<file path="src/tfr_pkg.sv">
// Shared types, constants and glyph table of the text framebuffer renderer.
package tfr_pkg;

	// Field widths of the command and result beats
	localparam int OPCODE_W = 3;
	localparam int CHAR_W   = 8;
	localparam int X_W      = 7;
	localparam int Y_W      = 6;
	localparam int BIDX_W   = 10;
	localparam int DATA_W   = 8;

	// Configuration port
	localparam int CFG_INDEX_W = 1;
	localparam int CFG_DATA_W  = 8;
	localparam int CFG_W_W     = 8;
	localparam int CFG_H_W     = 7;

	localparam logic [CFG_INDEX_W-1:0] REG_DISPLAY_WIDTH  = 1'd0;
	localparam logic [CFG_INDEX_W-1:0] REG_DISPLAY_HEIGHT = 1'd1;

	localparam logic [CFG_W_W-1:0] WIDTH_RESET  = 8'd128;
	localparam logic [CFG_H_W-1:0] HEIGHT_RESET = 7'd64;

	// Glyph geometry
	localparam int GLYPH_W    = 4;
	localparam int GLYPH_H    = 6;
	localparam int GLYPH_BITS = GLYPH_W * GLYPH_H;
	localparam int GIDX_W     = $clog2(GLYPH_BITS);
	localparam int GLYPHS     = 128;

	// Internal coordinate widths (cover the largest screen and cursor overhang)
	localparam int WEFF_W = 9;
	localparam int HEFF_W = 8;
	localparam int PX_W   = 8;
	localparam int PAGE_W = 4;
	localparam int ROW_W  = PAGE_W + 3;

	// One read-modify-write step per glyph column and page half
	localparam int STEP_W = $clog2(2 * GLYPH_W);
	localparam logic [STEP_W-1:0] STEP_LAST = STEP_W'(2 * GLYPH_W - 1);

	typedef enum logic [OPCODE_W-1:0] {
		OP_DRAW_CHAR  = 3'd0,
		OP_SET_PIXEL  = 3'd1,
		OP_SET_CURSOR = 3'd2,
		OP_CLEAR      = 3'd3,
		OP_READ_BYTE  = 3'd4
	} op_t;

	typedef enum logic [2:0] {
		CTL_CLEAR,
		CTL_IDLE,
		CTL_RMW_RD,
		CTL_RMW_WR,
		CTL_FETCH,
		CTL_REPLY
	} ctl_state_t;

	typedef struct packed {
		logic              load;
		logic              clr_wr;
		logic              fetch;
		logic              rmw_wr;
		logic              glyph;
		logic [STEP_W-1:0] step;
		logic              reply;
		logic              reply_read;
		logic              advance;
		logic              set_cursor;
	} tfr_cmd_t;

	typedef struct packed {
		logic clr_last;
	} tfr_status_t;

	// 4x6 font, column major, bit 0 is the top row of the first column
	localparam logic [GLYPH_BITS-1:0] GLYPH_ROM [GLYPHS] = '{
		24'h01f45f, 24'h01f45f, 24'h01f45f, 24'h01f45f,
		24'h01f45f, 24'h01f45f, 24'h01f45f, 24'h01f45f,
		24'h01f45f, 24'h01f45f, 24'h01f45f, 24'h01f45f,
		24'h01f45f, 24'h01f45f, 24'h01f45f, 24'h01f45f,
		24'h01f45f, 24'h01f45f, 24'h01f45f, 24'h01f45f,
		24'h01f45f, 24'h01f45f, 24'h01f45f, 24'h01f45f,
		24'h01f45f, 24'h01f45f, 24'h01f45f, 24'h01f45f,
		24'h01f45f, 24'h01f45f, 24'h01f45f, 24'h01f7df,
		24'h000000, 24'h0005c0, 24'h003003, 24'h01f29f,
		24'h0057ca, 24'h012109, 24'h01c5cf, 24'h0000c0,
		24'h011380, 24'h000391, 24'h005085, 24'h004384,
		24'h000210, 24'h004104, 24'h000400, 24'h003118,
		24'h00f45e, 24'h0007c2, 24'h012559, 24'h00a551,
		24'h01f107, 24'h009557, 24'h01d55e, 24'h003159,
		24'h01f55f, 24'h00f557, 24'h000280, 24'h000290,
		24'h011284, 24'h00a28a, 24'h004291, 24'h003541,
		24'h01654e, 24'h01e15e, 24'h00a55f, 24'h01144e,
		24'h00e45f, 24'h01555f, 24'h00515f, 24'h01d54e,
		24'h01f11f, 24'h0117d1, 24'h00f408, 24'h01b11f,
		24'h01041f, 24'h01f19f, 24'h01f39f, 24'h00e44e,
		24'h00215f, 24'h01e64e, 24'h01635f, 24'h009552,
		24'h0017c1, 24'h01f40f, 24'h007607, 24'h01f31f,
		24'h01b11b, 24'h003703, 24'h013559, 24'h01145f,
		24'h008102, 24'h01f451, 24'h002042, 24'h010410,
		24'h000081, 24'h01c59a, 24'h00c49f, 24'h01248c,
		24'h01f48c, 24'h01668c, 24'h005784, 24'h01ea8c,
		24'h01c09f, 24'h000740, 24'h01d810, 24'h01231f,
		24'h0107d1, 24'h01e39e, 24'h01c09e, 24'h00c48c,
		24'h00c4be, 24'h03e48c, 24'h00209c, 24'h00a794,
		24'h0127c2, 24'h01e40e, 24'h00e60e, 24'h01e71e,
		24'h012312, 24'h01ea06, 24'h01679a, 24'h0116c4,
		24'h0007c0, 24'h0046d1, 24'h002184, 24'h01f7df
	};

	// Codes with the top bit set fall back to the first glyph
	function automatic logic [GLYPH_BITS-1:0] glyph_lookup(input logic [CHAR_W-1:0] code);
		return code[CHAR_W-1] ? GLYPH_ROM[0] : GLYPH_ROM[code[CHAR_W-2:0]];
	endfunction

endpackage

</file>
<file path="src/tfr_controller.sv">
// Controller state machine of the text framebuffer renderer.
module tfr_controller (
	input  logic                          clk,
	input  logic                          arst_n,
	input  logic                          start,
	input  logic [tfr_pkg::OPCODE_W-1:0]  opcode,
	output logic                          busy,
	output tfr_pkg::tfr_cmd_t             cmd,
	input  tfr_pkg::tfr_status_t          status
);

	tfr_pkg::ctl_state_t           state_q, state_d;
	tfr_pkg::op_t                  op_q, op_d;
	logic [tfr_pkg::STEP_W-1:0]    step_q, step_d;
	logic                          clr_reply_q, clr_reply_d;

	// Hold state; sweep the store straight after reset
	always_ff @(posedge clk or negedge arst_n) begin
		if (!arst_n) begin
			state_q     <= tfr_pkg::CTL_CLEAR;
			op_q        <= tfr_pkg::OP_CLEAR;
			step_q      <= '0;
			clr_reply_q <= 1'b0;
		end else begin
			state_q     <= state_d;
			op_q        <= op_d;
			step_q      <= step_d;
			clr_reply_q <= clr_reply_d;
		end
	end

	// Next state and commands
	always_comb begin
		state_d     = state_q;
		op_d        = op_q;
		step_d      = step_q;
		clr_reply_d = clr_reply_q;
		cmd         = '0;
		cmd.glyph   = (op_q == tfr_pkg::OP_DRAW_CHAR);
		cmd.step    = step_q;
		case (state_q)
			tfr_pkg::CTL_CLEAR: begin
				cmd.clr_wr = 1'b1;
				if (status.clr_last) begin
					state_d = clr_reply_q ? tfr_pkg::CTL_REPLY : tfr_pkg::CTL_IDLE;
				end
			end
			tfr_pkg::CTL_IDLE: begin
				if (start) begin
					cmd.load = 1'b1;
					op_d     = tfr_pkg::op_t'(opcode);
					step_d   = '0;
					case (tfr_pkg::op_t'(opcode))
						tfr_pkg::OP_DRAW_CHAR, tfr_pkg::OP_SET_PIXEL: begin
							state_d = tfr_pkg::CTL_RMW_RD;
						end
						tfr_pkg::OP_CLEAR: begin
							state_d     = tfr_pkg::CTL_CLEAR;
							clr_reply_d = 1'b1;
						end
						tfr_pkg::OP_READ_BYTE: begin
							state_d = tfr_pkg::CTL_FETCH;
						end
						default: begin
							state_d = tfr_pkg::CTL_REPLY;
						end
					endcase
				end
			end
			tfr_pkg::CTL_RMW_RD: begin
				state_d = tfr_pkg::CTL_RMW_WR;
			end
			tfr_pkg::CTL_RMW_WR: begin
				cmd.rmw_wr = 1'b1;
				if (cmd.glyph && step_q != tfr_pkg::STEP_LAST) begin
					step_d  = step_q + 1'b1;
					state_d = tfr_pkg::CTL_RMW_RD;
				end else begin
					state_d = tfr_pkg::CTL_REPLY;
				end
			end
			tfr_pkg::CTL_FETCH: begin
				cmd.fetch = 1'b1;
				state_d   = tfr_pkg::CTL_REPLY;
			end
			tfr_pkg::CTL_REPLY: begin
				cmd.reply      = 1'b1;
				cmd.reply_read = (op_q == tfr_pkg::OP_READ_BYTE);
				cmd.advance    = (op_q == tfr_pkg::OP_DRAW_CHAR);
				cmd.set_cursor = (op_q == tfr_pkg::OP_SET_CURSOR);
				clr_reply_d    = 1'b0;
				state_d        = tfr_pkg::CTL_IDLE;
			end
			default: begin
				state_d = tfr_pkg::CTL_IDLE;
			end
		endcase
	end

	assign busy = (state_q != tfr_pkg::CTL_IDLE);

endmodule

</file>
<file path="config.mk">
export PLATFORM = sky130hd
export DESIGN_NAME = tfr_controller
export DESIGN_NICKNAME = d
export VERILOG_FILES = /design/src/tfr_pkg.sv /design/src/tfr_controller.sv
export SDC_FILE = /design/constraint.sdc
export NUM_CORES = 1
export LEC_CHECK = 0
export ABC_AREA = 1
export BUFFER_PORTS_ARGS = -buffer_cell sky130_fd_sc_hd__buf_4
export CAP_MARGIN = 20
export CORE_MARGIN = 4
export CORE_UTILIZATION = 46
export CTS_BUF_LIST = sky130_fd_sc_hd__clkbuf_2 sky130_fd_sc_hd__clkbuf_4 sky130_fd_sc_hd__clkbuf_8
export CTS_CLUSTER_SIZE = 40
export DETAILED_ROUTE_END_ITERATION = 8
export MAX_ROUTING_LAYER = met4
export PLACE_DENSITY = 0.76
export SYNTH_ARGS = -nofsm -noshare
export SYNTH_HDL_FRONTEND = slang
export SYNTH_SLANG_ARGS = --single-unit
</file>
<file path="constraint.sdc">
create_clock -name clk -period 1.2 [get_ports clk]
set_input_delay 0.24 -clock clk [delete_from_list [all_inputs] [get_ports clk]]
set_output_delay 0.24 -clock clk [all_outputs]
set_load 0.01 [all_outputs]
</file>
==> summary.txt, run 1 <==
status = finished, violations left
failing checks = setup timing
Slowest-stage cell, CP = dfrtp_1
vias per cell = 6.06
Power Density = 2760 nW/µm²
Hold Worst Slack = 0.234 ns
Final GP Congestion = 0.831
Detail Route met3 WL = 362 µm
Area Overhead vs Synth = 99.4%
Synth Area in Adders = 0.0393
total number of vias = 951
Worst setup SP type = flop
fin. max-slew vios = 0
maximum VDD drop = 2.18 mV
Fillers = 21
dpl cell area = 947 µm²
global-route usage over all layers = 0.252
number of nets still failing antenna checks after routing = 0
CP delay by family, top = flip-flops
Seq/Total Area, Yosys = 0.397
Setup WS post-layout = -0.478 ns
mapped cell area = 637 µm²
final instance area = 1270 µm²
clock-pin slew on the worst setup and hold paths = 0.09 ns
Unique masters post-synth = 18
Critical Path AT = 1.44 ns
clk buf depth = 2
share of cells above drive strength 1 = 0.634
later-pin clock latency in the skew report = 0.29 ns
Pwr Total = 0.00350 W
Die X = 45.2 µm
DRT Wirelength = 3.59 mm
gate count of the mapped netlist = 91
Buffers on Ports = 19
Yosys warnings = 0
ant diodes = 0
Syn Nets = 100
Synth Area in XOR/XNOR = 0
H-tree depth = 1
DR iter-0 viols = 60
Worst setup EP type = output pin
total CTS buffers = 3
pre-CTS setup slack = -0.168 ns
Die Ht = 45.2 µm
HPWL Detailed = 1.30 mm
RSZ-0062 raised after global routing = true
Final nets = 152
drt drc = 0
routed len/inst = 22.8 µm
CP cell instances = inv_2, nand2_2, inv_2, nand2_4, nor4_2, buf_4
clock sink count = 10
main combinational cell family by area after synthesis = simple AND/OR/NAND/NOR gates
number of global-route vias before repair = 819
Final Setup Violations = 22
largest net degree at the start of global routing = 11
Yosys reg bits = 10
CTS root buffer = clkbuf_4
initial core utilization = 0.489
Register Area = 254 µm²
Critical Path Fanout Max = 4
Rows = 13
Pre-Repair DR Iteration Count = 4
cell mode on critical path = inv_2
mux cell area share after synthesis = 0
worst path bufs/invs = 3
final period utilization = 1.40
post-layout util = 0.976
Die ar. = 2040 µm²
GR Overflow Total = 0
core area = 1300 µm²
min-delay worst type = in2reg
top metal layer carrying routed signals = met4
post-synthesis compound-gate area fraction = 0.0943
FMAX = 0.596 GHz
CTS tree = built
first-pass GRT wire length = 3.56 mm
simple-gate share of the synthesized area = 0.358
Worst Path Required = 0.96 ns
crit path time final = 1.68 ns
Mean Syn Cell Area = 7.00 µm²
metal1 wirelength = 1.27 mm
worst-margin pin slew = 0.280 ns
footprint of the multi-input gates = 470 µm²
CP max stage delay = 0.42 ns
Lkg Pwr = 0.653 nW
crit path kind = reg2out
number of max-cap violations = 0
final hold viol count = 0
Clock Skews = 0.0124 ns
WL met2 = 1.70 mm
initial antenna violation count = 0
IO Count = 20
relative slew slack = 0.811
-- power by group --
part           total (W)  switching (W)  internal [W]
combinational    0.00252        0.00139       0.00113
clock           0.000337       0.000152      0.000185
sequential      0.000649       0.000169      0.000480
-- metrics by stage --
stage | instances | setup TNS (ns)
after floorplan | 91 | -0.450
after global placement | 140 | -0.482
after detailed placement | 140 | -0.851
after CTS | 153 | -2.53
after global routing | 157 | -6.05
final | 157 | -5.20
-- repair_timing --
| item | CTS | global route |
|---|---|---|
| hold endpoints to repair | 10 | 0 |
| setup endpoints to repair | 20 | 22 |
| cloned | 0 | 0 |
| setup buffers | 9 | 5 |
| pin swaps | 11 | 10 |
| hold buffers | 1 | 0 |
| resized for setup | 30 | 25 |
-- final timing paths --
check	start	to	slack [ns]	depth (start not counted)
min in group asynchronous	arst_n	step_q[0]	0.34	2
min	opcode[0]	op_q[0]	0.23	3
min reg2reg	clr_reply_q	clr_reply_q	0.59	2
max reg2reg	step_q[1]	step_q[1]	-0.27	8
max	state_q[1]	cmd[0]	-0.48	6
max in group asynchronous	arst_n	op_q[1]	0.62	2
-- logic make-up (layout without fill, tap and decap cells) --
kind of cell,count (synthesis),count (layout)
and+or+nand+nor,49,49
buffers and inverters,18,69
DFF,10,10
AOI/OAI and AO/OA,12,12
adders and majority gates,2,2
-- worst reg2reg max path: cells and delay by family, from the launching register on --
kind	cells	cell delay, ns
AO/OA/AOI/OAI	1	0.07
adder cells (fa/ha/maj)	2	0.37
buffers and inverters	1	0.07
flip-flops	1	0.42
AND/OR/NAND/NOR	4	0.44
-- layout by cell type, fill, tap and decap left out, drive strengths merged --
cell,n
buf,47
nand2,29
inv,17
nor2,12
dfrtp,8
o21ai,7
a21oi,5
nand3,4
clkbuf,4
dfstp,2
nor4,2
ha,2
nor3,1
and2,1
dlygate4sd3,1
-- Yosys cell counts (all sizes together) --
| library cell | count | share of area |
|---|---|---|
| ha | 2 | 0.039 |
| dfrtp | 8 | 0.31 |
| and2 | 1 | 0.0098 |
| dfstp | 2 | 0.083 |
| nand3 | 4 | 0.039 |
| inv | 17 | 0.10 |
| nor4 | 2 | 0.020 |
| a21oi | 5 | 0.039 |
| nor2 | 12 | 0.098 |
| nand2 | 29 | 0.18 |
| buf | 1 | 0.012 |
| o21ai | 7 | 0.055 |
| nor3 | 1 | 0.0079 |
-- state kept, by name (all words and copies together), names as in the netlist --
signal,cells
clr_reply_q,1
step_q,3
op_q,3
state_q,3
-- area by class of cell --
class	instances	share of cell area
tap	15	0.0148
timing repair buffer	48	0.336
sequential	10	0.200
multi-input combinational	63	0.370
clock buffer	4	0.0286
inverter	17	0.0502
-- metal layers --
layer  global-route usage  vias up
li1                     -      382
met4                0.105        0
met2                0.466       99
met3               0.0478       30
met1                0.254      440
met5                    -        -
(Power assumes the default switching activity.)
==> run 2: changes to the inputs <==
- CELL_PAD_IN_SITES_DETAIL_PLACEMENT: not set -> 0
- CELL_PAD_IN_SITES_GLOBAL_PLACEMENT: not set -> 1
- CORE_UTILIZATION: 46 -> 32
- PLACE_DENSITY: 0.76 -> not set
- PLACE_DENSITY_LB_ADDON: not set -> 0.1
==> run 2 against run 1 <==
  * The flow still finishes with violations (setup timing)
  * First-iteration DRC count decreased by 75%
  * Critical path type unchanged
  * Register-to-register slack better by 0.13 ns
  * Critical endpoint unchanged
  * Worst setup slack gained 0.22 ns
==> summary.txt, run 2 (synthesis gave the netlist of run 1 again) <==
status = finished, violations left
failing checks = setup timing
GR Overflow Total = 0 (unchanged)
vias per cell = 4.39 (-27%)
biggest regs = op_q (3), state_q (3), step_q (3)
fin. max-slew vios = 0 (unchanged)
drt drc = 0 (unchanged)
Setup WS post-layout = -0.259 ns (+0.219 ns)
Area Overhead vs Synth = 80.9%
Lkg Pwr = 0.598 nW (-8.4%)
final period utilization = 1.22 (-0.182)
setup TNS = -2.82 ns (+2.38 ns)
crit path kind = reg2out
CTS root buffer = clkbuf_4
Final GP Congestion = 0.805 (-3.2%)
largest net degree at the start of global routing = 11 (unchanged)
first-pass GRT wire length = 2.95 mm (-17%)
metal1 wirelength = 793 µm (-38%)
final hold viol count = 0 (unchanged)
FMAX = 0.685 GHz (+15%)
maximum VDD drop = 1.27 mV (-42%)
Worst setup EP type = output pin
clk buf depth = 2 (unchanged)
initial core utilization = 0.353 (-0.136)
routed len/inst = 11.1 µm (-51%)
Hold Crit Start = opcode[0]
top metal layer carrying routed signals = met4
DR iter-0 viols = 15 (-75%)
HPWL Detailed = 1.30 mm (-0.46%)
number of global-route vias before repair = 662 (-19%)
Buffers on Ports = 19 (unchanged)
H-tree depth = 1 (unchanged)
RSZ-0062 raised after global routing = true
worst setup path start = op_q[1]
number of nets still failing antenna checks after routing = 0 (unchanged)
later-pin clock latency in the skew report = 0.27 ns (-0.02 ns)
Critical Path AT = 1.22 ns (-0.22 ns)
DRT Wirelength = 1.81 mm (-50%)
Worst setup SP type = flop
most frequent cells in the layout = 36 x buf_4, 21 x nand2_1, 12 x inv_1
Rows = 15 (+2)
crit path time final = 1.46 ns (-0.219 ns)
number of max-cap violations = 0 (unchanged)
clock sink count = 10 (unchanged)
IO Count = 20 (unchanged)
Die X = 52.6 µm (+16%)
post-layout util = 0.640 (-0.336)
final instance area = 1150 µm² (-9.3%)
clock-pin slew on the worst setup and hold paths = 0.07 ns (-0.02 ns)
Pre-Repair DR Iteration Count = 4 (unchanged)
Critical Path Fanout Max = 4 (unchanged)
Clock Skews = 0.00922 ns (-0.00320 ns)
ant diodes = 0 (unchanged)
Power Density = 2380 nW/µm² (-14%)
share of cells above drive strength 1 = 0.558 (-0.0758)
CTS tree = built
worst-margin pin slew = 0.200 ns (-0.0803 ns)
Detail Route met3 WL = 63 µm (-83%)
Die ar. = 2770 µm² (+35%)
relative slew slack = 0.867 (+0.0551)
most common cell after layout, fill and taps aside = buf_4
total CTS buffers = 3 (unchanged)
WL met2 = 938 µm (-45%)
Final nets = 148 (-2.6%)
min-delay worst type = in2reg
Pwr Total = 0.00275 W (-22%)
global-route usage over all layers = 0.150 (-0.102)
Die Ht = 52.6 µm (+16%)
critical register-to-register path startpoint = step_q[1]
total number of vias = 716 (-25%)
Worst Path Required = 0.96 ns (about the same)
dpl cell area = 952 µm² (+0.53%)
Final Setup Violations = 17 (-23%)
initial antenna violation count = 0 (unchanged)
core area = 1800 µm² (+38%)
run 2: cell count changes in the layout (fill, tap and decap cells not counted), moves of 2 or more:
cell / previous run / this run
nand3_4: 3 / 1
nand2_4: 5 / 3
nand2_2: 7 / 5
inv_1: 9 / 12
nand2_1: 17 / 21
buf_6: 17 / 7
inv_2: 8 / 4
buf_4: 30 / 36
o21ai_0: 2 / 4
run 2: routing by layer:
metal / GRT usage / up-vias
li1: - / 373
met1: 0.189 / 323
met2: 0.244 / 18
met3: 0.0342 / 2
met4: 0.0383 / 0
met5: - / -
run 2: final timing paths:
path | cells after the start | endpoint | slack, ns
worst max-delay path | 3 | cmd[0] | -0.26
worst min-delay path | 3 | op_q[0] | 0.26
worst max register to register | 8 | state_q[0] | -0.14
worst min register to register | 2 | clr_reply_q | 0.51
max in group asynchronous | 2 | op_q[1] | 0.64
min in group asynchronous | 2 | step_q[0] | 0.33
run 2: through the flow:
stage               hold WS [ns]  std cells  setup WS [ns]
floorplan                -0.0556         91         -0.122
global placement          0.0807        149         -0.110
detailed placement        0.0824        149         -0.158
CTS                        0.251        159         -0.262
global route               0.276        163         -0.342
finish                     0.261        163         -0.259
run 2: what timing repair did:
item,4_1_cts,5_1_grt
setup buffers,5,5
hold buffers,1,0
resized for setup,18,11
pin swaps,7,1
endpoints found under the setup margin,17,20
endpoints found under the hold margin,8,0
run 2: layout make-up:
cell class | count | area, µm²
fill | 175 | 649
tap | 25 | 31.3
multi-input combinational | 63 | 410
timing repair buffer | 44 | 359
inverter | 17 | 66.3
clock buffer | 4 | 30.0
sequential | 10 | 255
run 2: power by group:
| part | internal, W | leakage, nW | switching [W] |
|---|---|---|---|
| logic | 0.000931 | 0.455 | 0.000909 |
| registers | 0.000482 | 0.124 | 0.000147 |
| clock network | 0.000151 | 0.0184 | 0.000125 |
run 2: critical path, cell delays in order, from the launching register on:
cell	delay, ns
dfstp_2	0.57
inv_2	0.05
nor4_4	0.19
buf_4	0.15
